--- src/mf3_pkg.sv ---
// Shared types, constants and compare helpers for the 3x3 median filter.
// No dependencies; every other file of the filter imports this package.
`default_nettype none
package mf3_pkg;

	localparam int PIX_W      = 8;
	localparam int CFG_DATA_W = 11;
	localparam int CFG_IDX_W  = 1;
	localparam int CALC_W     = 14;
	localparam int MIN_DIM    = 3;
	localparam int RESET_WIDTH  = 640;
	localparam int RESET_HEIGHT = 480;

	localparam logic [CFG_IDX_W-1:0] REG_IMAGE_WIDTH  = 1'b0;
	localparam logic [CFG_IDX_W-1:0] REG_IMAGE_HEIGHT = 1'b1;

	typedef logic [PIX_W-1:0] pix_t;
	typedef pix_t [2:0] trio_t;
	typedef pix_t [8:0] win_t;

	typedef struct packed {
		logic emit;
		logic border;
		logic last;
	} pos_t;

	// Element 0 is the smallest, element 2 the largest.
	function automatic trio_t sort3(input pix_t a, input pix_t b, input pix_t c);
		pix_t  lo;
		pix_t  hi;
		trio_t res;
		lo = (a < b) ? a : b;
		hi = (a < b) ? b : a;
		if (c < lo) begin
			res = {hi, lo, c};
		end else if (c < hi) begin
			res = {hi, c, lo};
		end else begin
			res = {c, hi, lo};
		end
		return res;
	endfunction

	function automatic pix_t med3(input pix_t a, input pix_t b, input pix_t c);
		trio_t s;
		s = sort3(a, b, c);
		return s[1];
	endfunction

	function automatic pix_t max3(input pix_t a, input pix_t b, input pix_t c);
		trio_t s;
		s = sort3(a, b, c);
		return s[2];
	endfunction

	function automatic pix_t min3(input pix_t a, input pix_t b, input pix_t c);
		trio_t s;
		s = sort3(a, b, c);
		return s[0];
	endfunction

endpackage
`default_nettype wire

--- src/mf3_if.sv ---
// Valid/ready channel interfaces for the pixel input and the filtered output.
// Depends on mf3_pkg for the pixel type.
`default_nettype none


interface mf3_out_if import mf3_pkg::*; ();
	logic valid;
	logic ready;
	pix_t pixel_out;
	logic frame_end;

	modport source (output valid, output pixel_out, output frame_end, input ready);
	modport sink (input valid, input pixel_out, input frame_end, output ready);
endinterface
`default_nettype wire

--- src/mf3_median.sv ---
// Two-stage median network (column sort, then rank select) and the output
// register. Depends on mf3_pkg and mf3_if.
`default_nettype none
module mf3_median import mf3_pkg::*; (
	input  wire logic clk,
	input  wire logic arst_n,
	input  wire logic push,
	input  wire win_t win,
	input  wire pos_t push_pos,
	output logic      s2_ready,
	mf3_out_if.source dout
);

	logic  v_s2;
	trio_t cols_s2 [3];
	pix_t  center_s2;
	logic  border_s2;
	logic  last_s2;

	logic out_v_q;
	pix_t pix_q;
	logic end_q;

	logic adv2;
	pix_t low;
	pix_t mid;
	pix_t high;
	pix_t med;

	assign adv2     = v_s2 && (!out_v_q || dout.ready);
	assign s2_ready = !v_s2 || adv2;

	always_ff @(posedge clk) begin
		if (push) begin
			for (int c = 0; c < 3; c++) begin
				cols_s2[c] <= sort3(win[c], win[3 + c], win[6 + c]);
			end
			center_s2 <= win[4];
			border_s2 <= push_pos.border;
			last_s2   <= push_pos.last;
		end
	end

	always_comb begin
		low  = max3(cols_s2[0][0], cols_s2[1][0], cols_s2[2][0]);
		mid  = med3(cols_s2[0][1], cols_s2[1][1], cols_s2[2][1]);
		high = min3(cols_s2[0][2], cols_s2[1][2], cols_s2[2][2]);
		med  = med3(low, mid, high);
	end

	always_ff @(posedge clk) begin
		if (adv2) begin
			pix_q <= border_s2 ? center_s2 : med;
			end_q <= last_s2;
		end
	end

	always_ff @(posedge clk or negedge arst_n) begin
		if (!arst_n) begin
			v_s2    <= 1'b0;
			out_v_q <= 1'b0;
		end else begin
			if (push) begin
				v_s2 <= 1'b1;
			end else if (adv2) begin
				v_s2 <= 1'b0;
			end
			if (adv2) begin
				out_v_q <= 1'b1;
			end else if (dout.ready) begin
				out_v_q <= 1'b0;
			end
		end
	end

	assign dout.valid     = out_v_q;
	assign dout.pixel_out = pix_q;
	assign dout.frame_end = end_q;

	a_push_has_room: assert property (@(posedge clk) disable iff (!arst_n)
		push |-> s2_ready)
		else $error("window pushed into a full sort stage");

endmodule
`default_nettype wire

--- src/flat_wrapper.sv ---
// flat-port wrapper written by rule: the top's interface ports become plain ports
module mf3_median_flat import mf3_pkg::*;
  (clk, arst_n, push, win, push_pos, s2_ready, dout_valid, dout_pixel_out, dout_frame_end, dout_ready);
  mf3_out_if dout_i ();
  input  wire logic clk;
  input  wire logic arst_n;
  input  wire logic push;
  input  wire win_t win;
  input  wire pos_t push_pos;
  output logic s2_ready;
  output wire logic [$bits(dout_i.valid)-1:0] dout_valid;
  output wire logic [$bits(dout_i.pixel_out)-1:0] dout_pixel_out;
  output wire logic [$bits(dout_i.frame_end)-1:0] dout_frame_end;
  input wire logic [$bits(dout_i.ready)-1:0] dout_ready;
  assign dout_valid = dout_i.valid;
  assign dout_pixel_out = dout_i.pixel_out;
  assign dout_frame_end = dout_i.frame_end;
  assign dout_i.ready = dout_ready;
  mf3_median u_core (.clk(clk), .arst_n(arst_n), .push(push), .win(win), .push_pos(push_pos), .s2_ready(s2_ready), .dout(dout_i));
endmodule
--- config.mk ---
export PLATFORM = sky130hd
export DESIGN_NAME = mf3_median_flat
export DESIGN_NICKNAME = d
export VERILOG_FILES = /design/src/mf3_pkg.sv /design/src/mf3_if.sv /design/src/mf3_median.sv /design/src/flat_wrapper.sv
export SDC_FILE = /design/constraint.sdc
export NUM_CORES = 1
export LEC_CHECK = 0
export BUFFER_PORTS_ARGS = -buffer_cell sky130_fd_sc_hd__buf_2
export CORE_MARGIN = 5
export CORE_UTILIZATION = 38
export CTS_CLUSTER_DIAMETER = 120
export DETAILED_ROUTE_END_ITERATION = 16
export PLACE_DENSITY = 0.58
export SLEW_MARGIN = 20
export SYNTH_ARGS = -nofsm -noshare
export SYNTH_HDL_FRONTEND = slang
export SYNTH_SLANG_ARGS = --single-unit
--- constraint.sdc ---
create_clock -name clk -period 8.12 [get_ports clk]
set_input_delay 2.436 -clock clk [delete_from_list [all_inputs] [get_ports clk]]
set_output_delay 2.436 -clock clk [all_outputs]
set_load 0.01 [all_outputs]
Word-level counts from Yosys, hierarchy flattened
Memory sizes are Yosys's and may differ from the RTL's.
Index checks and enable logic that the tools add are counted.

cells by class
  multiplexer cells = 36
  $lt $le $gt $ge = 20
  reductions and logical operators = 7

operators with widths
  operator                    number
  24-bit 2-to-1 mux           11
  8-bit less-than comparator  20
  8-bit 2-to-1 mux            15
  16-bit 2-to-1 mux           4
  1-bit 2-to-1 mux            6
  2-bit nonzero test          2
  1-bit logical NOT           2
  1-bit logical OR            2
  1-bit logical AND           1

storage, ports and cells
  output and inout port bits = 11
  logic and storage cells = 71
  register bits = 21
  RAM bits = 72
  memories kept = 1
  input bits = 79

memories
  memory          words  width  rd ports  clocked after Yosys merged registers in  write ports  line              text
  u_core.cols_s2  3      24     3         0                                        3            mf3_median.sv:15  trio_t cols_s2 [3];

Logic depth before layout (Yosys ltp)
An unclocked memory read counts as a cell.

  depth in word-level cells = 12
  mapped depth = 40

Least setup slack after synthesis
Ideal clock, no wire load.

  path type = register to register
  from = mem u_core.cols_s2[0][2] (netlist bit)
  to = reg u_core.pix_q[1], in the netlist u_core.dout.pixel_out[1] (data pin)
  cell stages (with the launch flop) = 37
  path slack = 0.460 ns
  arrival time = 7.404 ns
  clock period less this slack = 7.660 ns
  path through = edfxtp_1 ha_1 a211oi_1 o21ai_1 a211oi_4 clkbuf_1 clkbuf_1 a21oi_1 ha_1 a2111oi_0 nand3_1 mux2_2 o211ai_1 clkbuf_1 a21o_1 inv_1 ha_1 a21oi_1 nor2b_1 o21ai_0 nand2_1 nor2_1 a31o_4 buf_6 mux2i_1 inv_1 ha_1 a21o_1 a21o_1 a21oi_1 inv_1 nor2_1 o311ai_4 and2_0 buf_2 a211o_1 a22o_1

RTL lines
  what                  line              text
  from (decl)           mf3_median.sv:15
  to (signal assigned)  mf3_median.sv:53  pix_q <= border_s2 ? center_s2 : med;
  to (decl)             mf3_median.sv:21  pix_t pix_q;

==> flow_summary.ini <==
[run_status]
status = finished, final reports clean

[placed_design]
portBuffers = 88
place.detailed.instances = 1433
detailed_place.area_sq_mm = 0.0101
globalplace.congestion = 0.970
hpwlAfterDp_um = 19800

[layout]
finish.net_count = 1339
fin_area_sq_mm = 0.0105
instances_no_fill = 1452
fill_cells = 2367
final_core_utilization_pct = 43.4
antenna_cells = 0
drive_gt1_share_pct = 14.7
synthesis_to_layout_area_growth_pct = 12.9

[floorplanning]
floorplan.initialDensity_pct = 38.5
number_of_top_level_pins = 90
die_h_um = 166
floorplan.rows = 57
core_region_area_sq_mm = 0.0242
die_area_sq_mm = 0.0277
die_width_um = 166

[power]
pwr_density_cell_mw_per_mm2 = 432
power.static_leakage_nw = 4.81
irDropWorstVdd_mv = 0.270
p_total_mw = 4.53

[synth]
synthFlopType = edfxtp_1
post_synthesis_instance_area_sq_mm = 0.00930
synth-edff-count = 91
synth.most_common_cell = ha_1
async_flop_share_pct = 2.15
synthTopCellsByArea = edfxtp_1 29%, ha_1 18%, mux2i_1 7.3%
avgSynthCellArea_sq_um = 8.94
ys_ff_latch = 93
netlist_instances = 1040
fraction_of_synthesized_cell_area_taken_by_the_top_area_cell_type_pct = 29.4
synth_sequential_area_ratio_pct = 29.9
synth_area_leader_cell = edfxtp_1
synth.top_cells.by_count = 137 x ha_1, 114 x a21oi_1, 100 x nor2_1
synth_nets = 1256
synth-warning-count = 0
synthDistinctLibCells = 64

[sta]
hold_viol_final = 0
slew_violations = 0
min_period_over_period_pct = 93.5
slew_headroom_pct = 29.4
finalClockSkew_ns = 0.00757
grt_setup_unrepaired = true
timing.final.setup_violations = 0
finalWorstPathRequiredPeriod_ns = 7.59
fmaxAchievable_ghz = 0.132
worst_hold_slack_ns = 0.420
tightest_slew_ns = 1.05

[clocking]
cts-root-to-sink-buffers = 2
clock-sinks = 93
cts.htree.levels = 3
number_of_buffers_inserted_during_clock_tree_synthesis = 9
cts_hold_buf = 0
clock_tree_from_tritoncts = done
ctsRootBufferMaster = clkbuf_16
clk-insertion-delay-late_ns = 0.36
path_clk_slew_ns = 0.07

[route]
route.vias.total = 7868
post_drt_wl_per_cell_um = 16.7
drt_first_iter_violations = 489
route.antenna.remaining_nets = 0
remaining_drc_errors = 0
routed_wl_um = 24200
drt_pass1_iterations = 5
vias_per_cell = 5.42

[worst_setup_path]
setup.worst_path.start = u_core.cols_s2[0][15]
worst-setup-path-type = reg -> reg
cp-start-kind = flip-flop
critical_path_required_ns = 8.23
worstPathArrival_ns = 7.70
worst_r2r_startpoint = u_core.cols_s2[0][15]
max_stage_delay_ns = 0.50
critical-path-slowest-cell = or4_1
worst_path_most_repeated_cell = ha_1
end_kind = flip-flop
maximum_fanout_encountered_on_the_critical_timing_path = 10

[job]
cap_viol_max_count = 0

[global_routing]
grt_max_degree = 76
gr-usage-all-layers_pct = 17.4
number_of_antenna_violations_at_the_first_check_in_global_routing = 0
wire_length_of_the_first_global_routing_pass_um = 39300
grt_pass1_vias = 7677
globalRouteOverflowTotal = 0

[min_path]
holdCritStartpoint = u_core.last_s2
worstHoldPathType = reg -> reg
-- layer usage --
metal	track usage (%)	vias to the layer above	share of wire, %
met5	0	-	0
met4	3.88	0	1.5
met3	2.04	22	3.4
met2	28.9	144	47
met1	24.3	3649	48
li1	-	4053	-
-- final cells by class --
cell class                      instances  area (sq um)  area share [%]
Clock buffer                           12           256            2.44
Clock inverter                          4          31.3           0.298
Inverter                               93           349            3.33
Multi-Input combinational cell        821          6100            58.1
Sequential cell                        93          2780            26.5
Tap cell                              324           405            3.86
Timing Repair Buffer                  105           571            5.44
-- critical path, delay by kind of cell, from the launching register on --
| family | cells | cell delay [ns] |
|---|---|---|
| mux | 2 | 0.43 |
| simple gates | 8 | 1.57 |
| buf+inv | 5 | 0.63 |
| flops | 1 | 0.45 |
| compound gates | 16 | 3.10 |
| fa+ha+maj | 4 | 1.18 |
-- registers in the layout, summed over array words and instances (netlist names) --
name                   flops
u_core.cols_s2            72
u_core.v_s2                1
u_core.dout.frame_end      1
u_core.border_s2           1
u_core.center_s2           8
u_core.last_s2             1
u_core.dout.valid          1
u_core.dout.pixel_out      8
-- kinds of logic (layout without fill, tap and decap cells) --
logic type,Yosys count,in the layout,share of synthesized area [%]
AO/OA/AOI/OAI,316,316,22.2
adder cells (fa/ha/maj),141,141,18.9
buffers and inverters,126,214,5.25
flip-flops,93,93,29.9
multiplexers,90,90,10.1
AND/OR/NAND/NOR,274,274,13.7
-- per-stage QoR --
| stage | worst slack [ns] | TNS (ns) |
|---|---|---|
| after floorplan | 0.460 | 0 |
| after global placement | 0.477 | 0 |
| after CTS | 0.335 | 0 |
| after global routing | -0.0350 | -0.0708 |
| after detailed placement | 0.381 | 0 |
| final | 0.527 | 0 |
-- final timing paths --
| path | endpoint | slack [ns] | cells after the start |
|---|---|---|---|
| hold / removal | u_core.dout.frame_end | 0.42 | 0 |
| max in group asynchronous | u_core.v_s2 | 6.16 | 1 |
| setup reg to reg | u_core.dout.pixel_out[1] | 0.53 | 35 |
| min in group asynchronous | u_core.dout.valid | 1.86 | 1 |
| hold reg to reg | u_core.dout.frame_end | 0.42 | 0 |
| setup / recovery | u_core.dout.pixel_out[1] | 0.53 | 35 |
-- report_power, final --
group | total (mW) | switching, mW | internal (mW)
Clock | 0.412 | 0.186 | 0.226
Sequential | 0.767 | 0.0819 | 0.685
Combinational | 3.36 | 1.94 | 1.41
Total | 4.53 | 2.21 | 2.32
-- what timing repair did --
action	in CTS	in global routing
endpoints found under the setup margin	0	8
buffers inserted	0	3
resized for setup	0	16
-- layout by cell type (no fill, tap or decap), types with 7 or more instances in the layout --
cell / instances
a2111oi_0: 7
a211oi_1: 24
a211oi_2: 7
a21boi_0: 7
a21o_1: 36
a21oi_1: 110
a31oi_1: 7
and2_1: 10
buf_2: 87
buf_4: 18
clkbuf_16: 9
edfxtp_1: 91
ha_1: 137
inv_1: 93
mux2_2: 20
mux2i_1: 68
nand2_1: 50
nand2b_1: 13
nand3_1: 16
nor2_1: 100
nor2b_1: 7
nor3_1: 50
o21a_1: 15
o21ai_0: 38
o21ai_1: 10
o22ai_1: 7
(Power assumes the default switching activity.)
