`config.mk`:
```
export PLATFORM = sky130hd
export DESIGN_NAME = mf3_ctrl_flat
export DESIGN_NICKNAME = d
export VERILOG_FILES = /design/src/mf3_pkg.sv /design/src/mf3_if.sv /design/src/mf3_ctrl.sv /design/src/flat_wrapper.sv
export SDC_FILE = /design/constraint.sdc
export NUM_CORES = 1
export LEC_CHECK = 0
export ABC_CLOCK_PERIOD_IN_PS = 5980
export BUFFER_PORTS_ARGS = -buffer_cell sky130_fd_sc_hd__buf_4
export CAP_MARGIN = 10
export CELL_PAD_IN_SITES_DETAIL_PLACEMENT = 2
export CELL_PAD_IN_SITES_GLOBAL_PLACEMENT = 2
export CORE_MARGIN = 5
export CORE_UTILIZATION = 35
export DETAILED_ROUTE_END_ITERATION = 10
export PLACE_DENSITY_LB_ADDON = 0.1
export SLEW_MARGIN = 20
export SYNTH_ARGS = -nofsm -noshare
export SYNTH_HDL_FRONTEND = slang
export SYNTH_SLANG_ARGS = --single-unit
```
`constraint.sdc`:
```
create_clock -name clk -period 5.98 [get_ports clk]
set_input_delay 0.598 -clock clk [delete_from_list [all_inputs] [get_ports clk]]
set_output_delay 0.598 -clock clk [all_outputs]
set_load 0.005 [all_outputs]
```
`src/mf3_pkg.sv`:
```
// Shared types, constants and compare helpers for the 3x3 median filter.
// No dependencies; every other file of the filter imports this package.
`default_nettype none
package mf3_pkg;

	localparam int PIX_W      = 8;
	localparam int CFG_DATA_W = 11;
	localparam int CFG_IDX_W  = 1;
	localparam int CALC_W     = 14;
	localparam int MIN_DIM    = 3;
	localparam int RESET_WIDTH  = 640;
	localparam int RESET_HEIGHT = 480;

	localparam logic [CFG_IDX_W-1:0] REG_IMAGE_WIDTH  = 1'b0;
	localparam logic [CFG_IDX_W-1:0] REG_IMAGE_HEIGHT = 1'b1;

	typedef logic [PIX_W-1:0] pix_t;
	typedef pix_t [2:0] trio_t;
	typedef pix_t [8:0] win_t;

	typedef struct packed {
		logic emit;
		logic border;
		logic last;
	} pos_t;

	// Element 0 is the smallest, element 2 the largest.
	function automatic trio_t sort3(input pix_t a, input pix_t b, input pix_t c);
		pix_t  lo;
		pix_t  hi;
		trio_t res;
		lo = (a < b) ? a : b;
		hi = (a < b) ? b : a;
		if (c < lo) begin
			res = {hi, lo, c};
		end else if (c < hi) begin
			res = {hi, c, lo};
		end else begin
			res = {c, hi, lo};
		end
		return res;
	endfunction

	function automatic pix_t med3(input pix_t a, input pix_t b, input pix_t c);
		trio_t s;
		s = sort3(a, b, c);
		return s[1];
	endfunction

	function automatic pix_t max3(input pix_t a, input pix_t b, input pix_t c);
		trio_t s;
		s = sort3(a, b, c);
		return s[2];
	endfunction

	function automatic pix_t min3(input pix_t a, input pix_t b, input pix_t c);
		trio_t s;
		s = sort3(a, b, c);
		return s[0];
	endfunction

endpackage
`default_nettype wire

```
`src/mf3_if.sv`:
```
// Valid/ready channel interfaces for the pixel input and the filtered output.
// Depends on mf3_pkg for the pixel type.
`default_nettype none
interface mf3_in_if import mf3_pkg::*; ();
	logic valid;
	logic ready;
	pix_t pixel_in;
	logic drain;

	modport source (output valid, output pixel_in, output drain, input ready);
	modport sink (input valid, input pixel_in, input drain, output ready);
endinterface

`default_nettype wire

```
`src/mf3_ctrl.sv`:
```
// Input side of the median filter: geometry registers, raster position counters
// and the per-beat border and emit decision. Depends on mf3_pkg and mf3_if.
`default_nettype none
module mf3_ctrl import mf3_pkg::*; #(
	parameter int MAX_WIDTH  = 1024,
	parameter int MAX_HEIGHT = 1024
) (
	input  wire logic                  clk,
	input  wire logic                  arst_n,
	mf3_in_if.sink                     din,
	input  wire logic                  cfg_we,
	input  wire logic [CFG_IDX_W-1:0]  cfg_index,
	input  wire logic [CFG_DATA_W-1:0] cfg_data,
	input  wire logic                  s1_ready,
	output logic                       accept,
	output logic [$clog2(MAX_WIDTH)-1:0] addr,
	output pix_t                       px,
	output pos_t                       pos
);

	localparam int AW = $clog2(MAX_WIDTH);
	localparam int WW = $clog2(MAX_WIDTH + 1);
	localparam int HW = $clog2(MAX_HEIGHT + 1);
	localparam int RW = $clog2(MAX_HEIGHT + 3);
	localparam int W_RST = (RESET_WIDTH > MAX_WIDTH) ? MAX_WIDTH : RESET_WIDTH;
	localparam int H_RST = (RESET_HEIGHT > MAX_HEIGHT) ? MAX_HEIGHT : RESET_HEIGHT;

	logic [WW-1:0] width_q;
	logic [HW-1:0] height_q;
	logic [AW-1:0] col_q;
	logic [RW-1:0] row_q;

	logic [CALC_W-1:0] cfg_c;
	logic [WW-1:0]     width_new;
	logic [HW-1:0]     height_new;
	logic [CALC_W-1:0] col_c;
	logic [CALC_W-1:0] row_c;
	logic [CALC_W-1:0] w_c;
	logic [CALC_W-1:0] h_c;
	logic [CALC_W-1:0] oc;
	logic [CALC_W-1:0] orow;
	logic              row_last;
	logic              col_last;

	assign din.ready = s1_ready;
	assign accept    = din.valid && s1_ready;
	assign addr      = col_q;
	assign px        = din.drain ? '0 : din.pixel_in;

	always_comb begin
		cfg_c = CALC_W'(cfg_data);
		if (cfg_c < CALC_W'(MIN_DIM)) begin
			width_new  = WW'(MIN_DIM);
			height_new = HW'(MIN_DIM);
		end else begin
			width_new  = (cfg_c > CALC_W'(MAX_WIDTH)) ? WW'(MAX_WIDTH) : WW'(cfg_c);
			height_new = (cfg_c > CALC_W'(MAX_HEIGHT)) ? HW'(MAX_HEIGHT) : HW'(cfg_c);
		end
	end

	always_ff @(posedge clk or negedge arst_n) begin
		if (!arst_n) begin
			width_q  <= WW'(W_RST);
			height_q <= HW'(H_RST);
		end else if (cfg_we) begin
			unique case (cfg_index)
				REG_IMAGE_WIDTH:  width_q  <= width_new;
				REG_IMAGE_HEIGHT: height_q <= height_new;
				default: ;
			endcase
		end
	end

	always_comb begin
		col_c = CALC_W'(col_q);
		row_c = CALC_W'(row_q);
		w_c   = CALC_W'(width_q);
		h_c   = CALC_W'(height_q);
		pos.emit = (row_c >= CALC_W'(2)) || (row_c == CALC_W'(1) && col_c != '0);
		if (col_c == '0) begin
			oc   = w_c - CALC_W'(1);
			orow = row_c - CALC_W'(2);
		end else begin
			oc   = col_c - CALC_W'(1);
			orow = row_c - CALC_W'(1);
		end
		row_last   = orow >= h_c - CALC_W'(1);
		col_last   = oc >= w_c - CALC_W'(1);
		pos.border = (orow == '0) || row_last || (oc == '0) || col_last;
		pos.last   = pos.emit && row_last && col_last;
	end

	always_ff @(posedge clk or negedge arst_n) begin
		if (!arst_n) begin
			col_q <= '0;
			row_q <= '0;
		end else if (accept) begin
			if (pos.last) begin
				col_q <= '0;
				row_q <= '0;
			end else if (col_c + CALC_W'(1) >= w_c) begin
				col_q <= '0;
				if (row_q != '1) begin
					row_q <= row_q + RW'(1);
				end
			end else begin
				col_q <= col_q + AW'(1);
			end
		end
	end

	a_last_restarts: assert property (@(posedge clk) disable iff (!arst_n)
		(accept && pos.last) |=> (col_q == '0 && row_q == '0))
		else $error("position counters did not restart after the last beat of a frame");

endmodule
`default_nettype wire

```
`src/flat_wrapper.sv`:
```
// flat-port wrapper written by rule: the top's interface ports become plain ports
module mf3_ctrl_flat import mf3_pkg::*;
#(
	parameter int MAX_WIDTH  = 1024,
	parameter int MAX_HEIGHT = 1024
)
  (clk, arst_n, cfg_we, cfg_index, cfg_data, s1_ready, accept, addr, px, pos, din_valid, din_pixel_in, din_drain, din_ready);
  mf3_in_if din_i ();
  input  wire logic clk;
  input  wire logic arst_n;
  input  wire logic cfg_we;
  input  wire logic [CFG_IDX_W-1:0] cfg_index;
  input  wire logic [CFG_DATA_W-1:0] cfg_data;
  input  wire logic s1_ready;
  output logic accept;
  output logic [$clog2(MAX_WIDTH)-1:0] addr;
  output pix_t px;
  output pos_t pos;
  input wire logic [$bits(din_i.valid)-1:0] din_valid;
  input wire logic [$bits(din_i.pixel_in)-1:0] din_pixel_in;
  input wire logic [$bits(din_i.drain)-1:0] din_drain;
  output wire logic [$bits(din_i.ready)-1:0] din_ready;
  assign din_i.valid = din_valid;
  assign din_i.pixel_in = din_pixel_in;
  assign din_i.drain = din_drain;
  assign din_ready = din_i.ready;
  mf3_ctrl #(.MAX_WIDTH(MAX_WIDTH), .MAX_HEIGHT(MAX_HEIGHT)) u_core (.clk(clk), .arst_n(arst_n), .din(din_i), .cfg_we(cfg_we), .cfg_index(cfg_index), .cfg_data(cfg_data), .s1_ready(s1_ready), .accept(accept), .addr(addr), .px(px), .pos(pos));
endmodule
```
### Yosys cells after proc, flatten, opt, wreduce, memory -nomap -nowiden

Cells that the tools add are included.

* register bits: 43
* input bits: 26
* output and inout bits: 23
* word-level logic and storage cells: 48

* $add $sub $neg: 8
* magnitude comparators: 6
* equality and inequality tests: 2
* muxes and demuxes: 10
* bitwise gates (word level): 1
* reductions and logical operators: 17

Operators with widths (count)
* $mux W11: 5
* $sub A11 B1 Y12 const B: 3
* $ge A14 B14 Y1: 2
* $logic_not A14 Y1: 2
* $mux W14: 2
* $mux W10: 2
* $ge A14 B11 Y1: 1
* $sub A11 B2 Y12 const B: 1
* $add A10 B1 Y11 const B: 1
* $add A11 B1 Y11 const B: 1
* $eq A11 B1 Y1 const B: 1
* $ge A11 B2 Y1 const B: 1
* $gt A11 B11 Y1 const B: 1
* $lt A11 B2 Y1 const B: 1
* $ne A11 B11 Y1 const B: 1
* $sub A10 B1 Y11 const B: 1
* $add A10 B1 Y10 const B: 1
* $logic_not A10 Y1: 1
* $reduce_bool A10 Y1: 1
* $mux W8: 1
* $logic_and A1 B1 Y1: 4
* $logic_or A1 B1 Y1: 4
* $reduce_and A2 Y1: 2
* $reduce_bool A2 Y1: 2
* 2 further kinds: 2

### Longest topological paths before layout

Gate-level depths: netlist of the first run.

* word-level depth: 7
* depth in mapped cells: 18
* mapped depth without buffers: 16

### Worst setup path after synthesis of the first run

OpenSTA, ideal clock, no wires.

* path kind: register to register
* from: register u_core.col_q[0] (netlist: u_core.addr[0])
* to: register u_core.row_q[9]
* setup time: 0.076 ns
* arrival time: 4.143 ns
* data required time: 5.904 ns
* slack: 1.761 ns
* cell stages (with the launch flop): 17
* path buffers: 2
* clock period less this slack: 4.219 ns
* cells stage by stage: dfrtp_1 inv_1 ha_1 or3b_2 nor3_1 buf_2 mux2i_1 nand3_1 xnor2_1 ha_1 o311a_1 a211oi_1 or3_1 buf_6 inv_4 or4_1 o21ai_1

RTL lines
* start: declaration: RTL line mf3_ctrl.sv:30 `logic [AW-1:0] col_q;`
* start signal: assignment: RTL line mf3_ctrl.sv:107 `col_q <= col_q + AW'(1);`
* end signal: assignment: RTL line mf3_ctrl.sv:104 `row_q <= row_q + RW'(1);`
* end: declaration: RTL line mf3_ctrl.sv:31 `logic [RW-1:0] row_q;`

==> flow_metrics.py, run 1 <==
metrics = {
    "cts": {
        "cts_sinks": 43,
        "clockRootBuffer": "clkbuf_16",
        "cts.repair.resized": 0,
        "ctsLongestPathBuffers": 2,
        "htreeDepth": 2,
        "clock_latency_ns": 0.31,
        "postCtsSetupRepairBufs": 0,
        "cts_tree": "built",
        "cts_hold_buf": 0,
        "cts_buffers": 5,
        "clkTransAtPathRegs_ns": 0.07,
    },
    "run": {
        "maxCapViolCount": 0,
    },
    "timing": {
        "setup_viol": 0,
        "fmax_ghz": 0.189,
        "rsz0062_at_grt": "no",
        "slew_headroom_pct": 47.7,
        "fin_tns_setup_ns": 0,
        "min_period_ns": 5.28,
        "final_hold_viol_count": 0,
        "finalClockSkew_ns": 0.0115,
        "period_share_pct": 88.3,
        "setup_slack_ns": 0.697,
        "worst_pin_slew_ns": 0.777,
        "slew_violations": 0,
    },
    "route": {
        "routed_wirelength_um": 13300,
        "avgViaCountPerCell": 5.67,
        "ant_nets": 0,
        "wl_per_cell_um": 20.0,
        "dr.first_iter.drc_count": 135,
        "dr.pass1.iters": 4,
        "detail_route.drc_violations": 0,
        "vias": 3775,
    },
    "yosys": {
        "synth_area_leader_cell": "dfrtp_1",
        "synth_common_cells": "nand2_1 (57), ha_1 (47), dfrtp_1 (37)",
        "synth_cells": 489,
        "synth_edf_count": 0,
        "synth_nets": 562,
        "synth_cell_types": 62,
        "ys_ff_latch": 43,
        "ys_seq_area_share_pct": 27.1,
        "synthTopCellsByArea": "dfrtp_1 (23%), ha_1 (15%), xnor2_1 (6.1%), nand2_1 (5.3%), o21ai_0 (4.0%)",
        "yosys_warnings": 0,
        "synth_area_sq_um": 4000,
        "synth.most_common_cell": "nand2_1",
        "yosys.area.top_type_share_pct": 23.1,
        "avgSynthCellArea_sq_um": 8.19,
        "ys_async_sr_fraction_pct": 100,
        "synthFlopType": "dfrtp_1",
    },
    "floorplanning": {
        "dieArea_sq_um": 13700,
        "die_w_um": 117,
        "io_pins": 49,
        "rows": 39,
        "core_sq_um": 11300,
        "start_util_pct": 35.4,
        "die_h_um": 117,
    },
    "placed_design": {
        "place_ws_ns": 1.03,
        "dp_hpwl_um": 10500,
        "dp_cells": 658,
        "place_area_sq_um": 4450,
        "gp_congestion": 0.822,
        "io_buffers": 48,
    },
    "finish": {
        "syn2layout_area_growth_pct": 15.8,
        "fin_cells": 666,
        "layout.nets": 595,
        "antenna_cells": 0,
        "final_area_sq_um": 4640,
        "drive_gt1_share_pct": 14.5,
    },
    "worst_setup_path": {
        "cp-end-kind": "output pin",
        "r2r_start": "u_core.addr[0]",
        "critical_path_class": "register to output pin",
        "critical_path_peak_fanout": 11,
        "cp.arrival_ns": 4.68,
        "rrSetupSlack_ns": 1.09,
        "required_ns": 5.38,
        "worstSetupStartpointType": "register",
        "reg2regPathDepth": 16,
        "reg2reg_to": "u_core.row_q[9]",
    },
    "global_routing": {
        "grt_usage_pct": 20.4,
        "antenna_found_initial": 0,
        "grt_pass1_vias": 3991,
        "gr-total-overflow": 0,
        "grt_max_degree": 44,
        "top_usage_layer": "met2",
        "grt_util_met3_pct": 3.60,
        "gr-usage-met1_pct": 26.9,
        "grt_util_met2_pct": 35.4,
        "grt_pass1_wl_um": 21600,
    },
    "run_status": {
        "outcome": "finished, final reports clean",
    },
    "power": {
        "vdd_drop_max_v": 0.000195,
        "p_per_area_nw_per_um2": 414,
        "total_power_mw": 1.92,
        "power_leakage_nw": 2.05,
    },
    "hold_path": {
        "hold_class": "primary input to async pin",
    },
}
cells by family after synthesis:
logic type	share of synthesized area [%]
DFF	27.1
and+or+nand+nor	24.9
muxes	2.37
adders and majority gates	14.7
AOI/OAI and AO/OA	16.8
xor gates and xnor gates	8.53
buffers and inverters	5.59
worst max-delay path by stage:
stage | startpoint | endpoint | depth (start not counted)
after floorplan | u_core.addr[0] | u_core.row_q[9] | 16
after CTS | u_core.addr[0] | pos[0] | 15
after detailed placement | u_core.addr[0] | pos[0] | 15
final | u_core.addr[0] | pos[0] | 15
after global routing | u_core.addr[0] | pos[0] | 15
after global placement | u_core.addr[0] | pos[0] | 15
layer usage:
layer  vias to the layer above  wire [um]
met1                      1873       6160
met2                        70       6450
met5                         -          0
met3                         8        604
met4                         0        110
li1                       1824          -
final cells by class:
cell class	count	area, sq um
fill	1322	6680
timing repair buffer	51	383
clock buffer	6	129
multi-input combinational	393	2700
tap	143	179
sequential	43	1080
inverter	28	108
clock inverter	2	60.1
cell usage in the layout, fill, tap and decap left out, types with 4 or more instances in the layout:
| cell type | count |
|---|---|
| nor4_1 | 10 |
| o22ai_1 | 4 |
| mux2i_1 | 5 |
| xnor2_1 | 28 |
| buf_4 | 51 |
| o31ai_1 | 5 |
| xor2_1 | 11 |
| a31oi_1 | 6 |
| nor2b_1 | 10 |
| nand3_1 | 21 |
| o21ai_0 | 32 |
| dfrtp_1 | 37 |
| nand2b_1 | 13 |
| nand4_1 | 9 |
| or4_1 | 7 |
| and3_1 | 5 |
| ha_1 | 47 |
| nor3_1 | 14 |
| a211o_1 | 4 |
| inv_1 | 26 |
| mux2_2 | 4 |
| nor3b_1 | 4 |
| a21oi_1 | 23 |
| clkbuf_16 | 5 |
| a21o_1 | 7 |
| nand2_1 | 57 |
| dfstp_2 | 6 |
| nor2_1 | 26 |
stage by stage:
step	hold slack, ns	util (%)
detailed placement	0.496	39.3
global placement	0.485	39.3
floorplan	0.302	-
finish	0.289	41.0
global route	0.346	41.0
CTS	0.311	41.0
critical path: stages (launching register included):
cell and delay, ns:
dfrtp_1 0.50, inv_1 0.15, ha_1 0.22, or3b_2 0.48, nor3_1 0.46, o211ai_1 0.23
nor4_1 0.26, xor2_1 0.22, ha_1 0.28, a211oi_1 0.26, o21ai_0 0.12, o311a_1 0.14
a211oi_1 0.37, or3_1 0.43, inv_4 0.10, buf_4 0.15
power breakdown:
group	internal, mW	switching, mW
Clock	0.240	0.130
Sequential	0.344	0.115
Combinational	0.465	0.625
sequential cells by signal, summed over array words and instances, names as in the netlist:
register,flops
u_core.addr,10
u_core.height_q,11
u_core.width_q,11
u_core.row_q,11
Power figures use the tool's default switching activity.
==> inputs of run 2 (changes only) <==
Settings changed: CAP_MARGIN 10 to 25, REMOVE_ABC_BUFFERS from default to 1.
==> flow_metrics.py, run 2 (synthesized netlist as in run 1, its figures left out) <==
metrics = {
    "run_status": {
        "outcome": "finished, final reports clean",
    },
    "global_routing": {
        "grt_util_met3_pct": 2.42,
        "grt_util_met2_pct": 35.0,
        "grt_pass1_vias": 4044,
        "top_usage_layer": "met2",
        "antenna_found_initial": 0,
        "gr-total-overflow": 0,
        "grt_pass1_wl_um": 21000,
        "grt_usage_pct": 19.5,
        "grt_max_degree": 44,
        "gr-usage-met1_pct": 24.9,
    },
    "floorplanning": {
        "die_w_um": 117,
        "core_sq_um": 11300,
        "dieArea_sq_um": 13700,
        "start_util_pct": 35.4,
        "io_pins": 49,
        "rows": 39,
        "die_h_um": 117,
    },
    "route": {
        "wl_per_cell_um": 19.0,
        "detail_route.drc_violations": 0,
        "ant_nets": 0,
        "dr.pass1.iters": 4,
        "vias": 3711,
        "avgViaCountPerCell": 5.58,
        "dr.first_iter.drc_count": 114,
        "routed_wirelength_um": 12700,
    },
    "worst_setup_path": {
        "reg2regPathDepth": 16,
        "crit_chain": "inv_1 -> ha_1 -> or3b_2 -> nor3_1 -> o211ai_1 -> nor4_1 -> xor2_1 -> ha_1 -> a211oi_1 -> o21ai_0 -> o311a_1 -> a211oi_1 -> or3_1 -> inv_4 -> buf_4",
        "critPathBufInv": 3,
        "required_ns": 5.38,
        "cp.arrival_ns": 4.84,
        "slowest_delay_ns": 0.50,
        "crit_slowest_cell": "dfrtp_1",
        "worstSetupStartpointType": "register",
        "critical_path_class": "register to output pin",
        "reg2reg_to": "u_core.row_q[9]",
        "rrSetupSlack_ns": 0.91,
        "r2r_start": "u_core.addr[0]",
        "crit_family": "simple AND/OR/NAND/NOR gates",
        "cp-end-kind": "output pin",
        "critical_path_peak_fanout": 11,
    },
    "power": {
        "p_per_area_nw_per_um2": 393,
        "power_leakage_nw": 2.03,
        "vdd_drop_max_v": 0.000128,
        "total_power_mw": 1.81,
    },
    "finish": {
        "fin_cells": 665,
        "syn2layout_area_growth_pct": 14.8,
        "layout.nets": 594,
        "reg_top3": "u_core.height_q x11, u_core.row_q x11, u_core.width_q x11",
        "layout_commonest_cell": "nand2_1",
        "regArea_sq_um": 1080,
        "final_cell_mix": "nand2_1 (57), buf_4 (50), ha_1 (47)",
        "final_area_sq_um": 4600,
        "fin_util_pct": 40.6,
        "drive_gt1_share_pct": 14.4,
        "n_fill_cell": 1294,
        "multi_input_area_sq_um": 2700,
        "antenna_cells": 0,
    },
    "run": {
        "maxCapViolCount": 0,
    },
    "cts": {
        "cts_hold_buf": 0,
        "cts_tree": "built",
        "clock_latency_ns": 0.29,
        "clkTransAtPathRegs_ns": 0.07,
        "clockRootBuffer": "clkbuf_16",
        "cts.repair.resized": 0,
        "cts_buffers": 5,
        "htreeDepth": 2,
        "cts_sinks": 43,
        "postCtsSetupRepairBufs": 0,
        "ctsLongestPathBuffers": 2,
    },
    "placed_design": {
        "place_area_sq_um": 4440,
        "dp_hpwl_um": 10100,
        "gp_congestion": 0.786,
        "place_ws_ns": 0.850,
        "io_buffers": 48,
        "dp_cells": 657,
    },
    "timing": {
        "fin_tns_setup_ns": 0,
        "rsz0062_at_grt": "no",
        "slew_violations": 0,
        "period_share_pct": 90.9,
        "finalClockSkew_ns": 0.0113,
        "final_hold_viol_count": 0,
        "fmax_ghz": 0.184,
        "worst_pin_slew_ns": 0.900,
        "slew_headroom_pct": 39.1,
        "whs_ns": 0.310,
        "min_period_ns": 5.43,
        "setup_slack_ns": 0.546,
        "setup_viol": 0,
    },
    "hold_path": {
        "hold_class": "primary input to async pin",
    },
}
==> run 2: metal layers <==
layer	vias up	share of wire, %
li1	1818	-
met1	1851	46
met2	33	51
met3	9	2.7
met4	0	1.1
met5	-	0
==> run 2: how the worst max path moves through the flow <==
stage | start | slack, ns | depth (start not counted) | to
after floorplan | u_core.addr[0] | 1.19 | 16 | u_core.row_q[9]
after global placement | u_core.addr[0] | 1.14 | 15 | pos[0]
after detailed placement | u_core.addr[0] | 0.85 | 15 | pos[0]
after CTS | u_core.addr[0] | 0.49 | 15 | pos[0]
after global routing | u_core.addr[0] | 0.18 | 15 | pos[0]
final | u_core.addr[0] | 0.55 | 15 | pos[0]
==> run 2: final cells by class <==
class,instances,share of cell area (%)
Inverter,28,2.34
Tap cell,143,3.89
Sequential cell,43,23.6
Clock buffer,8,3.40
Timing Repair Buffer,50,8.16
Multi-Input combinational cell,393,58.6
==> run 2: where the power goes <==
| group | switching (mW) | leakage, nW | internal (mW) | total (mW) |
|---|---|---|---|---|
| clock | 0.114 | 0.0772 | 0.178 | 0.292 |
| sequential | 0.110 | 0.538 | 0.345 | 0.455 |
| combinational | 0.597 | 1.41 | 0.461 | 1.06 |
| total | 0.822 | 2.03 | 0.984 | 1.81 |
==> run 2: worst reg2reg max path, cell delays in order, from the launching register on <==
cell and delay (ns):
dfrtp_1 0.50, inv_1 0.15, ha_1 0.22, or3b_2 0.47, nor3_1 0.50, o211ai_1 0.28
nor4_1 0.28, xor2_1 0.21, ha_1 0.27, a211oi_1 0.25, o21ai_0 0.16, o311a_1 0.16
a211oi_1 0.42, or3_1 0.43, inv_4 0.10, or4_1 0.52, o21ai_1 0.09
==> inputs of run 3 (changes only) <==
Settings changed: PLACE_DENSITY from default to 0.84, PLACE_DENSITY_LB_ADDON 0.1 to default.
==> flow_metrics.py, run 3 (synthesized netlist as in run 1, its figures left out) <==
metrics = {
    "global_routing": {
        "grt_pass1_wl_um": 21800,
        "gr-total-overflow": 0,
        "grt_pass1_vias": 4186,
        "grt_usage_pct": 20.2,
        "grt_max_degree": 44,
        "antenna_found_initial": 0,
    },
    "timing": {
        "setup_viol": 0,
        "slew_headroom_pct": 45.6,
        "worst_pin_slew_ns": 0.805,
        "fmax_ghz": 0.184,
        "final_hold_viol_count": 0,
        "slew_violations": 0,
        "min_period_ns": 5.44,
        "rsz0062_at_grt": "no",
        "period_share_pct": 90.9,
        "finalClockSkew_ns": 0.00960,
        "fin_tns_setup_ns": 0,
        "setup_slack_ns": 0.545,
    },
    "placed_design": {
        "io_buffers": 48,
        "gp_congestion": 0.839,
        "place_ws_ns": 0.967,
        "dp_hpwl_um": 10400,
    },
    "floorplanning": {
        "die_h_um": 117,
        "start_util_pct": 35.4,
        "dieArea_sq_um": 13700,
        "rows": 39,
        "die_w_um": 117,
        "core_sq_um": 11300,
        "io_pins": 49,
    },
    "route": {
        "ant_nets": 0,
        "dr.first_iter.drc_count": 110,
        "detail_route.drc_violations": 0,
        "dr.pass1.iters": 4,
        "avgViaCountPerCell": 5.70,
        "vias": 3790,
        "wl_per_cell_um": 20.1,
        "routed_wirelength_um": 13400,
    },
    "cts": {
        "clock_latency_ns": 0.29,
        "cts_buffers": 5,
        "cts.repair.resized": 0,
        "cts_sinks": 43,
        "clockRootBuffer": "clkbuf_16",
        "cts_tree": "built",
        "htreeDepth": 2,
        "cts_hold_buf": 0,
        "clkTransAtPathRegs_ns": 0.07,
        "postCtsSetupRepairBufs": 0,
        "ctsLongestPathBuffers": 2,
    },
    "worst_setup_path": {
        "critical_path_class": "register to output pin",
        "crit_slowest_cell": "dfrtp_1",
        "crit_chain": "inv_1 -> ha_1 -> or3b_2 -> nor3_1 -> o211ai_1 -> nor4_1 -> xor2_1 -> ha_1 -> a211oi_1 -> o21ai_0 -> o311a_1 -> a211oi_1 -> or3_1 -> inv_4 -> buf_4",
        "required_ns": 5.38,
        "cp-end-kind": "output pin",
        "slowest_delay_ns": 0.50,
        "cp.arrival_ns": 4.84,
        "worstSetupStartpointType": "register",
        "critical_path_peak_fanout": 11,
    },
    "power": {
        "power_leakage_nw": 2.03,
        "p_per_area_nw_per_um2": 412,
        "vdd_drop_max_v": 0.000152,
    },
    "run": {
        "maxCapViolCount": 0,
    },
    "finish": {
        "layout.nets": 594,
        "layout_commonest_cell": "nand2_1",
        "antenna_cells": 0,
        "final_cell_mix": "nand2_1 (57), buf_4 (50), ha_1 (47)",
        "reg_top3": "u_core.height_q x11, u_core.row_q x11, u_core.width_q x11",
        "regArea_sq_um": 1080,
        "n_fill_cell": 1313,
        "drive_gt1_share_pct": 14.4,
        "multi_input_area_sq_um": 2700,
        "syn2layout_area_growth_pct": 15.1,
    },
    "run_status": {
        "outcome": "finished, final reports clean",
    },
    "hold_path": {
        "hold_class": "primary input to async pin",
    },
}
==> run 3: cell count changes in the layout (fill, tap and decap cells not counted), sizes merged <==
| cell | delta |
|---|---|
| bufinv | +1 |
| clkbuf | -2 |
| clkinvlp | +1 |
==> run 3: worst paths after layout <==
check                             startpoint            endpoint  slack (ns)  cells after the start
max in group asynchronous             arst_n      u_core.addr[8]        5.29                      1
hold reg to reg            u_core.width_q[9]   u_core.width_q[9]        0.51                      2
setup / recovery              u_core.addr[0]              pos[0]        0.54                     15
setup reg to reg              u_core.addr[0]     u_core.row_q[9]        0.90                     16
min in group clk           u_core.width_q[9]   u_core.width_q[9]        0.51                      2
hold / removal                        arst_n  u_core.height_q[9]        0.30                      1
==> run 3: critical path: cells and delay by family, from the launching register on <==
kind | cells | cell delay, ns
AO/OA/AOI/OAI | 5 | 1.26
XOR/XNOR | 1 | 0.19
flip-flops | 1 | 0.50
AND/OR/NAND/NOR | 4 | 1.68
buffers and inverters | 3 | 0.42
adder cells (fa/ha/maj) | 2 | 0.49
==> run 3: layer usage <==
metal  wire length, um  GRT usage (%)  share of wire [%]  vias to the layer above
met5                 0              0                  0                        -
met2              6800           36.9                 51                       81
met1              5810           24.5                 43                     1867
met3               435           2.78                3.2                       24
li1                  -              -                  -                     1818
met4               342           6.42                2.6                        0
==> run 3: cell type report <==
class / count / area share [%]
multi-input combinational: 393 / 58.5
sequential: 43 / 23.5
timing repair buffer: 50 / 8.15
tap: 143 / 3.88
clock buffer: 6 / 2.80
inverter: 28 / 2.34
clock inverter: 2 / 0.815
==> run 3: through the flow <==
| step | area, sq um | total power, mW | utilization (%) | hold slack [ns] | cells |
|---|---|---|---|---|---|
| final | 4610 | 1.90 | 40.7 | 0.300 | 665 |
| after global routing | 4610 | 2.05 | 40.7 | 0.354 | 665 |
| after CTS | 4610 | 1.91 | 40.7 | 0.334 | 665 |
| after detailed placement | 4440 | 1.54 | 39.2 | 0.498 | 657 |
| after global placement | 4440 | 1.46 | 39.2 | 0.485 | 657 |
| after floorplan | 3890 | 1.16 | - | 0.302 | 464 |
==> run 3: power by group <==
part	leakage [nW]	internal, mW	switching, mW
Combinational	1.41	0.467	0.652
Sequential	0.538	0.344	0.112
Clock	0.0771	0.198	0.123
